<file path="config.mk">
export PLATFORM = sky130hd
export DESIGN_NAME = two_color_gradient_column
export DESIGN_NICKNAME = d
export VERILOG_FILES = /design/src/rtl/core/tcgc_pkg.sv /design/src/rtl/core/tcgc_cfg.sv /design/src/rtl/core/tcgc_vpos.sv /design/src/rtl/core/tcgc_fac.sv /design/src/rtl/core/tcgc_mix.sv /design/src/rtl/core/two_color_gradient_column.sv
export SDC_FILE = /design/constraint.sdc
export NUM_CORES = 2
export LEC_CHECK = 0
export ABC_AREA = 0
export ABC_CLOCK_PERIOD_IN_PS = 15900
export BUFFER_PORTS_ARGS = -buffer_cell sky130_fd_sc_hd__buf_2
export CAP_MARGIN = 15
export CORE_MARGIN = 5
export CORE_UTILIZATION = 55
export CTS_BUF_LIST = sky130_fd_sc_hd__clkbuf_4 sky130_fd_sc_hd__clkbuf_8
export DETAILED_ROUTE_END_ITERATION = 8
export GPL_ROUTABILITY_DRIVEN = 0
export PLACE_DENSITY = 0.78
export SKIP_CTS_REPAIR_TIMING = 1
export SYNTH_ARGS = -nofsm -noshare
export SYNTH_HDL_FRONTEND = slang
export SYNTH_SLANG_ARGS = --single-unit
</file>
<file path="constraint.sdc">
create_clock -name clk -period 15.9 [get_ports clk]
set_clock_uncertainty 0.1 [all_clocks]
set_input_delay 0.795 -clock clk [delete_from_list [all_inputs] [get_ports clk]]
set_output_delay 0.795 -clock clk [all_outputs]
set_load 0.03 [all_outputs]
</file>
<file path="src/rtl/core/tcgc_pkg.sv">
package tcgc_pkg;

  localparam int unsigned COL_W     = 9;
  localparam int unsigned CH_W      = 8;
  localparam int unsigned COLOR_W   = 24;
  localparam int unsigned Q12_W     = 13;
  localparam int unsigned VP_W      = 17;
  localparam int unsigned PW_W      = 26;
  localparam int unsigned CFG_IDX_W = 3;

  localparam logic [VP_W-1:0]  ONE_Q16   = 17'h10000;
  localparam logic [Q12_W-1:0] Q12_ONE   = 13'd4096;
  localparam logic [Q12_W-1:0] POS_RESET = 13'd2048;
  // widths at or below this are a hard edge
  localparam logic [Q12_W-1:0] HARD_W    = 13'd4;
  localparam logic [Q12_W-1:0] HARD_P_LO = 13'd4;
  localparam logic [Q12_W-1:0] HARD_P_HI = 13'd4092;

  typedef enum logic [CFG_IDX_W-1:0] {
    REG_COLOR_A,
    REG_COLOR_B,
    REG_WIDTH,
    REG_POSITION,
    REG_LAYOUT,
    REG_BLEND
  } cfg_reg_t;

  typedef struct packed {
    logic [COLOR_W-1:0] color_a;
    logic [COLOR_W-1:0] color_b;
    logic [Q12_W-1:0]   width;
    logic [Q12_W-1:0]   position;
    logic               bar;
    logic               shift;
    logic [PW_W-1:0]    pw;
  } cfg_t;

  typedef struct packed {
    logic [COL_W-1:0] col;
    logic [VP_W-1:0]  vp;
  } vp_item_t;

  typedef struct packed {
    logic [COL_W-1:0] col;
    logic [VP_W-1:0]  f;
  } fac_item_t;

endpackage

</file>
<file path="src/rtl/core/tcgc_cfg.sv">
module tcgc_cfg (
  input  logic                              clk,
  input  logic                              rst_n,
  input  logic                              cfg_valid,
  input  logic [tcgc_pkg::CFG_IDX_W-1:0]    cfg_index,
  input  logic [tcgc_pkg::COLOR_W-1:0]      cfg_data,
  output logic                              cfg_ready,
  output tcgc_pkg::cfg_t                    cfg
);

  logic [tcgc_pkg::COLOR_W-1:0] color_a_r;
  logic [tcgc_pkg::COLOR_W-1:0] color_b_r;
  logic [tcgc_pkg::Q12_W-1:0]   width_r;
  logic [tcgc_pkg::Q12_W-1:0]   position_r;
  logic                         bar_r;
  logic                         shift_r;
  logic [tcgc_pkg::PW_W-1:0]    pw_r;
  logic [tcgc_pkg::Q12_W-1:0]   q12_val;

  assign cfg_ready = 1'b1;

  // saturate Q1.12 values to 1.0
  assign q12_val = (cfg_data[tcgc_pkg::Q12_W-1:0] > tcgc_pkg::Q12_ONE) ?
                   tcgc_pkg::Q12_ONE : cfg_data[tcgc_pkg::Q12_W-1:0];

  always_ff @(posedge clk) begin
    if (!rst_n) begin
      color_a_r  <= '0;
      color_b_r  <= '0;
      width_r    <= '0;
      position_r <= tcgc_pkg::POS_RESET;
      bar_r      <= 1'b0;
      shift_r    <= 1'b0;
    end else if (cfg_valid && cfg_ready) begin
      case (tcgc_pkg::cfg_reg_t'(cfg_index))
        tcgc_pkg::REG_COLOR_A:  color_a_r  <= cfg_data;
        tcgc_pkg::REG_COLOR_B:  color_b_r  <= cfg_data;
        tcgc_pkg::REG_WIDTH:    width_r    <= q12_val;
        tcgc_pkg::REG_POSITION: position_r <= q12_val;
        tcgc_pkg::REG_LAYOUT:   bar_r      <= cfg_data[0];
        tcgc_pkg::REG_BLEND:    shift_r    <= cfg_data[0];
        default: ;
      endcase
    end
  end

  // width times position for the shift window, registered from the width and position registers
  always_ff @(posedge clk) begin
    pw_r <= tcgc_pkg::PW_W'(width_r) * tcgc_pkg::PW_W'(position_r);
  end

  always_comb begin
    cfg.color_a  = color_a_r;
    cfg.color_b  = color_b_r;
    cfg.width    = width_r;
    cfg.position = position_r;
    cfg.bar      = bar_r;
    cfg.shift    = shift_r;
    cfg.pw       = pw_r;
  end

endmodule

</file>
<file path="src/rtl/core/tcgc_vpos.sv">
module tcgc_vpos #(
  parameter int COLUMNS = 320
) (
  input  logic                          clk,
  input  logic                          rst_n,
  input  tcgc_pkg::cfg_t                cfg,
  input  logic                          in_valid,
  input  logic [tcgc_pkg::COL_W-1:0]    in_column,
  output logic                          in_rdy,
  output logic                          out_valid,
  output tcgc_pkg::vp_item_t            out_item,
  input  logic                          out_rdy
);

  localparam int LAST = COLUMNS - 1;
  localparam int HALF = COLUMNS / 2;
  localparam int CW   = $clog2(COLUMNS);
  localparam int NW   = (CW > int'(tcgc_pkg::COL_W)) ? CW : int'(tcgc_pkg::COL_W);
  localparam int RSH  = 12;
  localparam int RW   = 16 + RSH + 1;
  localparam int PRW  = NW + RW;
  localparam int QW   = int'(tcgc_pkg::VP_W) + 1;
  localparam int QDW  = QW + CW;

  localparam logic [NW-1:0] LAST_N  = NW'(LAST);
  localparam logic [NW-1:0] HALF_N  = NW'(HALF);
  localparam logic [CW-1:0] DIV_BAR = CW'(LAST);
  localparam logic [CW-1:0] DIV_RND = CW'(HALF - 1);
  localparam logic [RW-1:0] RCP_BAR = RW'((64'd1 << (16 + RSH)) / 64'(LAST));
  localparam logic [RW-1:0] RCP_RND = RW'((64'd1 << (16 + RSH)) / 64'(HALF - 1));

  logic [3:0]                   v_r;
  logic [3:0]                   en;

  logic [tcgc_pkg::COL_W-1:0]   col0_r, col1_r, col2_r, col3_r;
  logic [NW-1:0]                n0_r, n1_r;
  logic [PRW-1:0]               prod1_r;
  logic [QW-1:0]                q2_r;
  logic [CW:0]                  rem2_r;
  logic [tcgc_pkg::VP_W-1:0]    vp3_r;

  logic [NW-1:0]                col_ext, col_sat, mirror, n_nxt;
  logic [CW-1:0]                div_sel;
  logic [RW-1:0]                rcp_sel;
  logic [PRW-1:0]               prod_nxt;
  logic [QW-1:0]                q_nxt;
  logic [QDW-1:0]               qd, nq;
  logic [CW:0]                  rem_nxt;
  logic [QW-1:0]                vp_raw;
  logic [tcgc_pkg::VP_W-1:0]    vp_nxt;

  assign en[3]  = !v_r[3] || out_rdy;
  assign en[2]  = !v_r[2] || en[3];
  assign en[1]  = !v_r[1] || en[2];
  assign en[0]  = !v_r[0] || en[1];
  assign in_rdy = en[0];

  assign div_sel = cfg.bar ? DIV_BAR : DIV_RND;
  assign rcp_sel = cfg.bar ? RCP_BAR : RCP_RND;

  // clamp the column to the strip, mirror it in round layout
  always_comb begin
    col_ext = NW'(in_column);
    col_sat = (col_ext > LAST_N) ? LAST_N : col_ext;
    mirror  = (col_sat < HALF_N) ? col_sat : LAST_N - col_sat;
    n_nxt   = cfg.bar ? col_sat : mirror;
  end

  // n * 2^16 / D as a reciprocal multiply, off by at most one below
  assign prod_nxt = PRW'(n0_r) * PRW'(rcp_sel);
  assign q_nxt    = prod1_r[RSH +: QW];

  always_comb begin
    qd      = QDW'(q_nxt) * QDW'(div_sel);
    nq      = QDW'({n1_r, 16'b0});
    rem_nxt = (CW+1)'(nq - qd);
  end

  always_comb begin
    vp_raw = (rem2_r >= {1'b0, div_sel}) ? q2_r + QW'(1) : q2_r;
    vp_nxt = (vp_raw > QW'(tcgc_pkg::ONE_Q16)) ? tcgc_pkg::ONE_Q16
                                                : vp_raw[tcgc_pkg::VP_W-1:0];
  end

  always_ff @(posedge clk) begin
    if (!rst_n) begin
      v_r <= '0;
    end else begin
      if (en[0]) v_r[0] <= in_valid;
      if (en[1]) v_r[1] <= v_r[0];
      if (en[2]) v_r[2] <= v_r[1];
      if (en[3]) v_r[3] <= v_r[2];
    end
  end

  always_ff @(posedge clk) begin
    if (en[0] && in_valid) begin
      col0_r <= in_column;
      n0_r   <= n_nxt;
    end
    if (en[1] && v_r[0]) begin
      col1_r  <= col0_r;
      n1_r    <= n0_r;
      prod1_r <= prod_nxt;
    end
    if (en[2] && v_r[1]) begin
      col2_r <= col1_r;
      q2_r   <= q_nxt;
      rem2_r <= rem_nxt;
    end
    if (en[3] && v_r[2]) begin
      col3_r <= col2_r;
      vp3_r  <= vp_nxt;
    end
  end

  assign out_valid = v_r[3];

  always_comb begin
    out_item.col = col3_r;
    out_item.vp  = vp3_r;
  end

  a_rcp_error: assert property (@(posedge clk) disable iff (!rst_n)
    v_r[2] |-> ({1'b0, rem2_r} < {1'b0, div_sel, 1'b0}))
    else $error("reciprocal estimate off by more than one");

  a_out_hold: assert property (@(posedge clk) disable iff (!rst_n)
    out_valid && !out_rdy |=> out_valid && $stable(out_item))
    else $error("position output changed while held");

endmodule

</file>
<file path="src/rtl/core/tcgc_fac.sv">
module tcgc_fac (
  input  logic                 clk,
  input  logic                 rst_n,
  input  tcgc_pkg::cfg_t       cfg,
  input  logic                 in_valid,
  input  tcgc_pkg::vp_item_t   in_item,
  output logic                 in_rdy,
  output logic                 out_valid,
  output tcgc_pkg::fac_item_t  out_item,
  input  logic                 out_rdy
);

  localparam int QB   = 16;
  localparam int BPS  = 2;
  localparam int DST  = QB / BPS;
  localparam int NST  = DST + 1;
  localparam int DW   = int'(tcgc_pkg::VP_W);
  localparam int SW   = 36;

  typedef enum logic [1:0] {
    FAC_ZERO,
    FAC_ONE,
    FAC_DIV
  } fac_code_t;

  logic [NST-1:0]              v_r;
  logic [NST-1:0]              en;
  logic [tcgc_pkg::COL_W-1:0]  col_r  [NST];
  fac_code_t                   code_r [NST];
  logic [DW-1:0]               rem_r  [NST];
  logic [QB-1:0]               lo_r   [NST];
  logic [QB-1:0]               quo_r  [NST];
  logic [DW-1:0]               den_r  [NST];

  logic [DW-1:0]               rem_nxt [NST];
  logic [QB-1:0]               lo_nxt  [NST];
  logic [QB-1:0]               quo_nxt [NST];

  fac_code_t                   code_nxt;
  logic [2*QB-1:0]             num_nxt;
  logic [DW-1:0]               den_nxt;

  logic [tcgc_pkg::Q12_W-1:0]  w, p;
  logic [DW-1:0]               vp, p16, w8, s, e, span;
  logic [DW:0]                 pw_sum;
  logic signed [18:0]          sh_a;
  logic signed [SW-1:0]        num_s, lim_s;

  // window setup: hard edge, clamp or shift, down to a division or a fixed end
  always_comb begin
    w      = cfg.width;
    p      = cfg.position;
    vp     = in_item.vp;
    p16    = {p, 4'b0};
    w8     = {1'b0, w, 3'b0};
    pw_sum = {1'b0, p16} + {1'b0, w8};
    s      = (p16 > w8) ? p16 - w8 : '0;
    e      = (pw_sum > {1'b0, tcgc_pkg::ONE_Q16}) ? tcgc_pkg::ONE_Q16 : pw_sum[DW-1:0];
    span   = vp - s;
    sh_a   = $signed({2'b0, vp}) - $signed({1'b0, p, 5'b0}) + 19'sd32768;
    num_s  = $signed({sh_a[18], sh_a, 16'b0}) + $signed({2'b0, cfg.pw, 8'b0});
    lim_s  = $signed({3'b0, w, 20'b0});
    code_nxt = FAC_ZERO;
    num_nxt  = '0;
    den_nxt  = DW'(1);
    if (w <= tcgc_pkg::HARD_W) begin
      if (p <= tcgc_pkg::HARD_P_LO) begin
        code_nxt = FAC_ONE;
      end else if (p >= tcgc_pkg::HARD_P_HI) begin
        code_nxt = FAC_ZERO;
      end else begin
        code_nxt = (vp < p16) ? FAC_ZERO : FAC_ONE;
      end
    end else if (!cfg.shift) begin
      if (vp <= s) begin
        code_nxt = FAC_ZERO;
      end else if (vp >= e) begin
        code_nxt = FAC_ONE;
      end else begin
        code_nxt = FAC_DIV;
        num_nxt  = {span[QB-1:0], 16'b0};
        den_nxt  = e - s;
      end
    end else begin
      if (num_s <= 0) begin
        code_nxt = FAC_ZERO;
      end else if (num_s >= lim_s) begin
        code_nxt = FAC_ONE;
      end else begin
        code_nxt = FAC_DIV;
        num_nxt  = num_s[2*QB-1:0];
        den_nxt  = {w, 4'b0};
      end
    end
  end

  // restoring divide, two quotient bits per stage
  always_comb begin
    logic [DW-1:0] r;
    logic [QB-1:0] l;
    logic [QB-1:0] q;
    logic [DW:0]   t;
    rem_nxt[0] = '0;
    lo_nxt[0]  = '0;
    quo_nxt[0] = '0;
    for (int k = 1; k < NST; k++) begin
      r = rem_r[k-1];
      l = lo_r[k-1];
      q = quo_r[k-1];
      for (int b = 0; b < BPS; b++) begin
        t = {r, l[QB-1]};
        l = {l[QB-2:0], 1'b0};
        if (t >= {1'b0, den_r[k-1]}) begin
          r = DW'(t - {1'b0, den_r[k-1]});
          q = {q[QB-2:0], 1'b1};
        end else begin
          r = t[DW-1:0];
          q = {q[QB-2:0], 1'b0};
        end
      end
      rem_nxt[k] = r;
      lo_nxt[k]  = l;
      quo_nxt[k] = q;
    end
  end

  always_comb begin
    en[NST-1] = !v_r[NST-1] || out_rdy;
    for (int k = NST - 2; k >= 0; k--) begin
      en[k] = !v_r[k] || en[k+1];
    end
  end

  assign in_rdy = en[0];

  always_ff @(posedge clk) begin
    if (!rst_n) begin
      v_r <= '0;
    end else begin
      if (en[0]) v_r[0] <= in_valid;
      for (int k = 1; k < NST; k++) begin
        if (en[k]) v_r[k] <= v_r[k-1];
      end
    end
  end

  always_ff @(posedge clk) begin
    if (en[0] && in_valid) begin
      col_r[0]  <= in_item.col;
      code_r[0] <= code_nxt;
      rem_r[0]  <= {1'b0, num_nxt[2*QB-1:QB]};
      lo_r[0]   <= num_nxt[QB-1:0];
      quo_r[0]  <= '0;
      den_r[0]  <= den_nxt;
    end
    for (int k = 1; k < NST; k++) begin
      if (en[k] && v_r[k-1]) begin
        col_r[k]  <= col_r[k-1];
        code_r[k] <= code_r[k-1];
        rem_r[k]  <= rem_nxt[k];
        lo_r[k]   <= lo_nxt[k];
        quo_r[k]  <= quo_nxt[k];
        den_r[k]  <= den_r[k-1];
      end
    end
  end

  assign out_valid = v_r[NST-1];

  always_comb begin
    out_item.col = col_r[NST-1];
    case (code_r[NST-1])
      FAC_ZERO: out_item.f = '0;
      FAC_ONE:  out_item.f = tcgc_pkg::ONE_Q16;
      FAC_DIV:  out_item.f = {1'b0, quo_r[NST-1]};
      default:  out_item.f = '0;
    endcase
  end

  a_div_entry: assert property (@(posedge clk) disable iff (!rst_n)
    v_r[0] && code_r[0] == FAC_DIV |-> rem_r[0] < den_r[0])
    else $error("dividend too large for a 16 bit quotient");

  a_div_exit: assert property (@(posedge clk) disable iff (!rst_n)
    v_r[NST-1] && code_r[NST-1] == FAC_DIV |-> rem_r[NST-1] < den_r[NST-1])
    else $error("final remainder not below divisor");

  a_out_hold: assert property (@(posedge clk) disable iff (!rst_n)
    out_valid && !out_rdy |=> out_valid && $stable(out_item))
    else $error("factor output changed while held");

endmodule

</file>
<file path="src/rtl/core/tcgc_mix.sv">
module tcgc_mix (
  input  logic                          clk,
  input  logic                          rst_n,
  input  tcgc_pkg::cfg_t                cfg,
  input  logic                          in_valid,
  input  tcgc_pkg::fac_item_t           in_item,
  output logic                          in_rdy,
  output logic                          out_valid,
  input  logic                          out_stall,
  output logic [tcgc_pkg::COL_W-1:0]    out_column_out,
  output logic [tcgc_pkg::CH_W-1:0]     out_red,
  output logic [tcgc_pkg::CH_W-1:0]     out_green,
  output logic [tcgc_pkg::CH_W-1:0]     out_blue
);

  localparam int NCH = 3;
  localparam int PRW = 27;
  localparam int CHW = int'(tcgc_pkg::CH_W);

  logic [1:0]                  v_r;
  logic [1:0]                  en;
  logic [tcgc_pkg::COL_W-1:0]  colp_r, colo_r;
  logic [CHW-1:0]              a_r    [NCH];
  logic signed [PRW-1:0]       prod_r [NCH];
  logic [CHW-1:0]              ch_r   [NCH];

  logic [CHW-1:0]              a_nxt    [NCH];
  logic signed [PRW-1:0]       prod_nxt [NCH];
  logic [CHW-1:0]              ch_nxt   [NCH];

  assign en[1]  = !v_r[1] || !out_stall;
  assign en[0]  = !v_r[0] || en[1];
  assign in_rdy = en[0];

  // channel 0 is red, the highest byte
  always_comb begin
    logic [CHW-1:0]      b;
    logic signed [CHW:0] diff;
    for (int k = 0; k < NCH; k++) begin
      a_nxt[k]    = cfg.color_a[(NCH-1-k)*CHW +: CHW];
      b           = cfg.color_b[(NCH-1-k)*CHW +: CHW];
      diff        = $signed({1'b0, b}) - $signed({1'b0, a_nxt[k]});
      prod_nxt[k] = PRW'(diff) * PRW'($signed({1'b0, in_item.f}));
    end
  end

  always_comb begin
    logic signed [PRW-1:0] sum;
    for (int k = 0; k < NCH; k++) begin
      sum       = $signed({3'b0, a_r[k], 16'b0}) + prod_r[k];
      ch_nxt[k] = sum[16 +: CHW];
    end
  end

  always_ff @(posedge clk) begin
    if (!rst_n) begin
      v_r <= '0;
    end else begin
      if (en[0]) v_r[0] <= in_valid;
      if (en[1]) v_r[1] <= v_r[0];
    end
  end

  always_ff @(posedge clk) begin
    if (en[0] && in_valid) begin
      colp_r <= in_item.col;
      for (int k = 0; k < NCH; k++) begin
        a_r[k]    <= a_nxt[k];
        prod_r[k] <= prod_nxt[k];
      end
    end
    if (en[1] && v_r[0]) begin
      colo_r <= colp_r;
      for (int k = 0; k < NCH; k++) begin
        ch_r[k] <= ch_nxt[k];
      end
    end
  end

  assign out_valid      = v_r[1];
  assign out_column_out = colo_r;
  assign out_red        = ch_r[0];
  assign out_green      = ch_r[1];
  assign out_blue       = ch_r[2];

endmodule

</file>
<file path="src/rtl/core/two_color_gradient_column.sv">
// channel   direction  handshake            payload
// in        in         in_valid/in_stall    in_column
// out       out        out_valid/out_stall  out_column_out, out_red, out_green, out_blue
// cfg       in         cfg_valid/cfg_ready  cfg_index, cfg_data
//
// One request per clock unless in_stall is high; 15 register stages: 4 position stages,
// 1 window setup, 8 divider stages of 2 quotient bits, 2 mix stages.
// The 16-step restoring divide of the blend factor sets the depth.
// Every stage advances on its own, so bubbles close up and in_stall rises only once
// all stages hold a request and out_stall is high.
// Reset clears all valid bits and loads the register defaults; cfg_ready is always high.
module two_color_gradient_column #(
  parameter int COLUMNS = 320
) (
  input  logic                              clk,
  input  logic                              rst_n,
  input  logic                              in_valid,
  output logic                              in_stall,
  input  logic [tcgc_pkg::COL_W-1:0]        in_column,
  output logic                              out_valid,
  input  logic                              out_stall,
  output logic [tcgc_pkg::COL_W-1:0]        out_column_out,
  output logic [tcgc_pkg::CH_W-1:0]         out_red,
  output logic [tcgc_pkg::CH_W-1:0]         out_green,
  output logic [tcgc_pkg::CH_W-1:0]         out_blue,
  input  logic                              cfg_valid,
  output logic                              cfg_ready,
  input  logic [tcgc_pkg::CFG_IDX_W-1:0]    cfg_index,
  input  logic [tcgc_pkg::COLOR_W-1:0]      cfg_data
);

  tcgc_pkg::cfg_t       cfg;
  logic                 vpos_rdy;
  logic                 vp_valid, vp_rdy;
  tcgc_pkg::vp_item_t   vp_item;
  logic                 fac_valid, fac_rdy;
  tcgc_pkg::fac_item_t  fac_item;

  assign in_stall = !vpos_rdy;

  tcgc_cfg u_cfg (
    .clk       (clk),
    .rst_n     (rst_n),
    .cfg_valid (cfg_valid),
    .cfg_index (cfg_index),
    .cfg_data  (cfg_data),
    .cfg_ready (cfg_ready),
    .cfg       (cfg)
  );

  tcgc_vpos #(
    .COLUMNS (COLUMNS)
  ) u_vpos (
    .clk       (clk),
    .rst_n     (rst_n),
    .cfg       (cfg),
    .in_valid  (in_valid),
    .in_column (in_column),
    .in_rdy    (vpos_rdy),
    .out_valid (vp_valid),
    .out_item  (vp_item),
    .out_rdy   (vp_rdy)
  );

  tcgc_fac u_fac (
    .clk       (clk),
    .rst_n     (rst_n),
    .cfg       (cfg),
    .in_valid  (vp_valid),
    .in_item   (vp_item),
    .in_rdy    (vp_rdy),
    .out_valid (fac_valid),
    .out_item  (fac_item),
    .out_rdy   (fac_rdy)
  );

  tcgc_mix u_mix (
    .clk            (clk),
    .rst_n          (rst_n),
    .cfg            (cfg),
    .in_valid       (fac_valid),
    .in_item        (fac_item),
    .in_rdy         (fac_rdy),
    .out_valid      (out_valid),
    .out_stall      (out_stall),
    .out_column_out (out_column_out),
    .out_red        (out_red),
    .out_green      (out_green),
    .out_blue       (out_blue)
  );

endmodule

</file>
**After elaboration in Yosys (flattened, before gate mapping)**

Memory sizes are Yosys's and may differ from the RTL's. A register that Yosys moved wholly into a read port is not among the register bits.
Cells that the tools add are included.

- Multiply operators: 6
- Equal/unequal tests: 7
- Magnitude comparators: 31
- Reductions and logical operators: 54
- Multiplexer cells: 85
- $add $sub $neg: 32

Operators by type and width:

| operator | count |
|---|---|
| $mux W17 | 24 |
| $sub A17 B17 Y17 | 17 |
| $ge A18 B17 Y1 | 16 |
| $mux W32 | 6 |
| $mul A9 B18 Y27 | 3 |
| $add A24 B24 Y24 | 3 |
| $mux W1 | 39 |
| $add A35 B35 Y36 | 1 |
| $ge A36 B34 Y1 | 1 |
| $gt A18 B17 Y1 const B | 2 |
| $le A36 B1 Y1 const B | 1 |
| $mux W9 | 4 |
| $pmux W17 S2 | 1 |
| $mul A9 B21 Y30 | 1 |
| $sub A8 B8 Y9 | 3 |
| $le A13 B3 Y1 const B | 2 |
| $mul A13 B13 Y26 | 1 |
| $mux W21 | 1 |
| $add A19 B17 Y19 const B | 1 |
| $sub A17 B18 Y19 | 1 |
| $add A17 B16 Y18 | 1 |
| $add A18 B1 Y18 const B | 1 |
| $mul A18 B9 Y10 | 1 |
| $mux W18 | 1 |
| 25 further kinds | 83 |

- Memories: 9
- RAM bits: 822
- Input port bits: 41
- Output and inout port bits: 36
- Flip-flop bits (word level): 246
- Logic and storage cells: 256

Memories:

| memory | words | width | read ports | clocked after Yosys merged registers in | write ports | line | text |
|---|---|---|---|---|---|---|---|
| u_fac.den_r | 9 | 17 | 8 | 0 | 9 | tcgc_fac.sv:33 | `logic [DW-1:0] den_r [NST];` |
| u_fac.rem_r | 9 | 17 | 8 | 0 | 9 | tcgc_fac.sv:30 | `logic [DW-1:0] rem_r [NST];` |
| u_fac.lo_r | 9 | 16 | 8 | 0 | 9 | tcgc_fac.sv:31 | `logic [QB-1:0] lo_r [NST];` |
| u_fac.quo_r | 9 | 16 | 9 | 0 | 9 | tcgc_fac.sv:32 | `logic [QB-1:0] quo_r [NST];` |
| u_fac.col_r | 9 | 9 | 9 | 1 | 9 | tcgc_fac.sv:28 | `logic [tcgc_pkg::COL_W-1:0] col_r [NST];` |
| u_mix.prod_r | 3 | 27 | 3 | 0 | 3 | tcgc_mix.sv:24 | `logic signed [PRW-1:0] prod_r [NCH];` |
| +3 memories | n/a | n/a | n/a | n/a | n/a | n/a |  |

**Depth between registers and ports, before layout**

- Word-level depth: 17
- Depth in mapped cells: 30
- Mapped depth without buffers: 30

**Hierarchy**

From an unflattened synthesis, not the netlist that was laid out.

- Cell total of the unflattened synthesis: 6925
- Area total of the unflattened synthesis: 69466.6 um^2

By module, submodules not included:

| module | area an instance (um^2) | cells each | times used | seq. area each (um^2) |
|---|---|---|---|---|
| tcgc_fac | 33429.6 | 3334 | 1 | 13573.0 |
| tcgc_mix | 17574.4 | 1699 | 1 | 2742.6 |
| tcgc_vpos | 9305.2 | 828 | 1 | 3293.2 |
| tcgc_cfg | 9153.8 | 1063 | 1 | 2042.0 |
| two_color_gradient_column | 3.8 | 1 | 1 | 0.0 |

**Least setup slack after synthesis**

Ideal clock, no wire load.

- Kind: register -> register
- Start point: register u_cfg.color_a_r[9] (netlist bit)
- End point: memory u_mix.prod_r[1][23], in the netlist u_mix.prod_r[0][50] (data pin)
- Data required time: 15.540 ns
- Arrival: 6.869 ns
- Cell stages (with the launch flop): 29
- Clock period less this slack: 7.229 ns
- Buffers on the path: 0
- Setup time: 0.260 ns
- Slack: 8.671 ns
- Path through: dfxtp_1 inv_1 ha_1 nor2b_1 o21ai_0 nand2b_1 a21o_1 a21o_1 a21o_1 a21oi_1 xor2_1 or2_2 fa_1 fa_1 inv_1 fa_1 fa_1 inv_1 fa_1 inv_1 ha_1 a211o_1 o211ai_1 a21oi_1 o41ai_1 o21ai_1 or4_1 a31oi_1 xnor2_1

RTL lines:

| element | line | text |
|---|---|---|
| from (decl) | tcgc_cfg.sv:11 | `logic [tcgc_pkg::COLOR_W-1:0] color_a_r;` |
| from (signal assigned) | tcgc_cfg.sv:36 | `tcgc_pkg::REG_COLOR_A: color_a_r <= cfg_data;` |
| to (decl) | tcgc_mix.sv:24 |  |

==> flow_summary.toml <==
[pwr]
clkPwrFrac = 0.260
ir_drop_uv = 519
powerDensity_nw_per_um2 = 104
power.share.sequential = 0.323
power_leakage_nw = 31.8
internal_power_w = 0.00495
p_sw_w = 0.00261
p_comb_frac = 0.417
swShare = 0.345

[detailed_routing]
wl_met2_um = 77400
dr.pass1.iters = 8
drtAntennaViolNets = 0
wl_met3_um = 11800
drt-total-wl_um = 159000
via_per_inst = 5.79
top_layer_used = "met4"
drcViolationCount = 0
wl_per_cell_um = 18.6
drtIter0Drc = 3880
dr_total_vias = 49500
wl_met1_um = 64400

[floorplan]
die_x_um = 360
std_cell_rows = 128
pin_count = 77
fp.dieH_um = 360
die_area_um2 = 130000
initial_core_util = 0.554
core_area_um2 = 122000

[clock_tree]
clock_sinks = 760
cts_tree = "done"
cts_buffers = 135
clk_path_buf_depth = 3
cts_max_level = 4
path_clk_slew_ns = 0.06
clock-root-buffer = "clkbuf_8"
clock_latency_ns = 0.83

[flow_run]
maxCapViolations = 0

[timing]
fin_tns_setup_ns = 0
fin_crit_sh = 0.501
finalSetupViolCount = 0
rsz0062_at_grt = "false"
worst_pin_slew_ns = 1.07
fin_crit_ns = 7.96
hold_slack_ns = 0.143
hold_viol_final = 0
final_max_slew_viol_count = 0
fmax_ghz = 0.126
relSlewSlack = 0.288
fin_ws_ns = 7.94

[critical_path]
endpoint_kind = "flop"
path_max_fanout = 17
crit_arrival_ns = 8.45
cpLargestDelayFamily = "adder cells"
start_kind = "flop"
path_depth = 29
crit_type = "flop to flop"
slowest_stage = "o41ai_1"
path_common_cell = "fa_1"
slowest_delay_ns = 0.57
cp_num_buf_inv = 5
worstPathRequired_ns = 16.39
rr_worst_depth = 29

[final_layout]
area_growth_syn_to_layout_pct = 7.69
fillerInstances = 9869
seq_area_um2 = 21700
multi_input_area_um2 = 42300
stdcell_area_um2 = 72700
drive_above_1_share = 0.0771
final_net_count = 8179

[placement]
portBuffers = 75
pre_cts_slack_ns = 7.94
place_hpwl_um = 124000
post_dp_cell_area_um2 = 69800

[logic_synthesis]
syn_avg_cell_area_um2 = 10.0
synth_edf_count = 643
syn_inst = 6748
syn_area_um2 = 67500
synth_top_flop_cell = "edfxtp_1"
synthArstFlopShare = 0
yosys_warnings = 0
ys_seq_elements = 760
yosysSeqAreaShare = 0.321
ys_types = 92

[global_routing]
grt_use_total = 0.243
grt_max_degree = 92
antenna_found_initial = 2
grt_pass1_wl_um = 258000
grt_pass1_vias = 50700
overflow = 0

[min_path]
min_path_type = "input pin to flop"
whs_path_depth = 3

[outcome]
outcome = "complete, no violations"
[sequential cells by signal (all words and copies together), names as in the netlist, 20 cells and up]
signal,count
u_fac.rem_r,135
u_mix.ch_r,24
u_fac.quo_r,72
u_mix.prod_r,24
u_cfg.pw_r,26
u_cfg.color_a_r,24
u_fac.den_r,120
u_mix.a_r,24
u_fac.lo_r,20
u_fac.col_r,81
u_cfg.color_b_r,24
[path summary, 6_finish.rpt]
path                                   start                          endpoint  slack [ns]
max          u_cfg.color_a_r[9]$_SDFFE_PN0P_     u_mix.prod_r[0][50]$_DFFE_PP_        7.94
min                             cfg_data[21]  u_cfg.color_b_r[21]$_SDFFE_PN0P_        0.14
max reg2reg  u_cfg.color_a_r[9]$_SDFFE_PN0P_     u_mix.prod_r[0][50]$_DFFE_PP_        7.94
min reg2reg      u_fac.col_r[1][8]$_DFFE_PP_       u_fac.col_r[2][8]$_DFFE_PP_        0.29
[per-stage QoR]
stage	total power (W)	utilization	cells
2_1_floorplan	0.00495	-	6756
3_3_place_gp	0.00543	0.572	8315
3_5_place_dp	0.00556	0.572	8315
4_1_cts	0.00762	0.596	8558
5_1_grt	0.00812	0.597	8561
6_report	0.00756	0.597	8563
[final cells by class]
class                           count  share of cell area
Clock inverter                     62             0.00929
Sequential cell                   760               0.298
Tap cell                         1625              0.0280
Clock buffer                      181              0.0311
Multi-Input combinational cell   5004               0.582
Timing Repair Buffer              125              0.0104
Antenna cell                        3            0.000103
Inverter                          803              0.0415
[synthesized netlist by cell type, drive strengths merged (13+ instances only)]
master	count	area, µm²
o22ai	20	125
and3	41	257
or3	15	93.8
a22o	17	149
and2	51	319
a31oi	35	219
xor2	118	1030
fa	542	10900
xnor2	305	2670
nor4	21	138
o211ai	28	210
ha	767	9600
mux2i	22	220
nor3	83	415
clkbuf	175	657
nand2	588	2210
a21oi	351	1760
o21ai	285	1430
nand4	51	319
buf	14	81.3
nand2b	161	1010
a21o	130	976
o21bai	46	345
inv	797	2990
a21boi	95	713
or2	49	307
edfxtp	643	19300
o31ai	16	120
nor2	597	2240
nand3	105	526
a211o	13	114
dfxtp	117	2340
nor2b	95	594
or4	18	135
o21a	69	518
a211oi	23	178
mux2	77	867
[layout by cell type, fill, tap and decap left out, types with 15 or more instances in the layout]
cell      count
buf_4        48
clkbuf_8    144
clkbuf_4     37
nand4_1      51
clkinv_2     20
a31oi_1      33
and2_1       51
nor2_1      597
edfxtp_1    643
nand2b_1    161
mux2i_1      22
or4_1        18
a21oi_1     349
nor3_1       82
o22ai_1      20
o21bai_1     46
a211oi_1     21
o21ai_0     278
nor2b_1      87
o31ai_1      16
mux2_2       77
inv_1       796
nor4_1       20
buf_2        75
or3_1        15
nand3_1     105
dfxtp_1     117
xnor2_1     305
fa_1        542
xor2_1      118
o21a_1       69
clkinv_1     17
o211ai_1     28
nand2_1     588
a21boi_0     89
a21o_1      130
and3_1       41
ha_1        767
or2_2        49
a22o_1       17
[worst register-to-register path: cells and delay by family, from the launching register on]
family / cells / cell delay [ns]
buf+inv: 5 / 0.43
fa+ha+maj: 7 / 3.15
compound gates: 11 / 2.49
xor+xnor: 2 / 0.17
simple gates: 4 / 1.01
flops: 1 / 0.41
[per-layer routing]
layer	vias up	track usage
met5	-	0
met1	24000	0.309
li1	23300	-
met2	1841	0.416
met4	0	0.0933
met3	383	0.0454
[power groups by stage]
stage | combinational [W] | clock (W) | sequential [W]
after floorplan | 0.00249 | 0 | 0.00246
after global placement | 0.00295 | 0 | 0.00248
after detailed placement | 0.00308 | 0 | 0.00248
after CTS | 0.00316 | 0.00202 | 0.00244
after global routing | 0.00356 | 0.00211 | 0.00244
final | 0.00315 | 0.00197 | 0.00244
[logic make-up (layout without fill, tap and decap cells)]
logic type | Yosys count | in the layout | share of synthesized area
AOI/OAI and AO/OA | 1240 | 1240 | 0.117
xor gates and xnor gates | 423 | 423 | 0.0549
adders and majority gates | 1309 | 1309 | 0.303
buffers and inverters | 992 | 1171 | 0.0556
DFF | 760 | 760 | 0.321
muxes | 99 | 99 | 0.0161
other | 2 | 13 | 0.000111
and+or+nand+nor | 1923 | 1923 | 0.133
(Power assumes the default switching activity.)
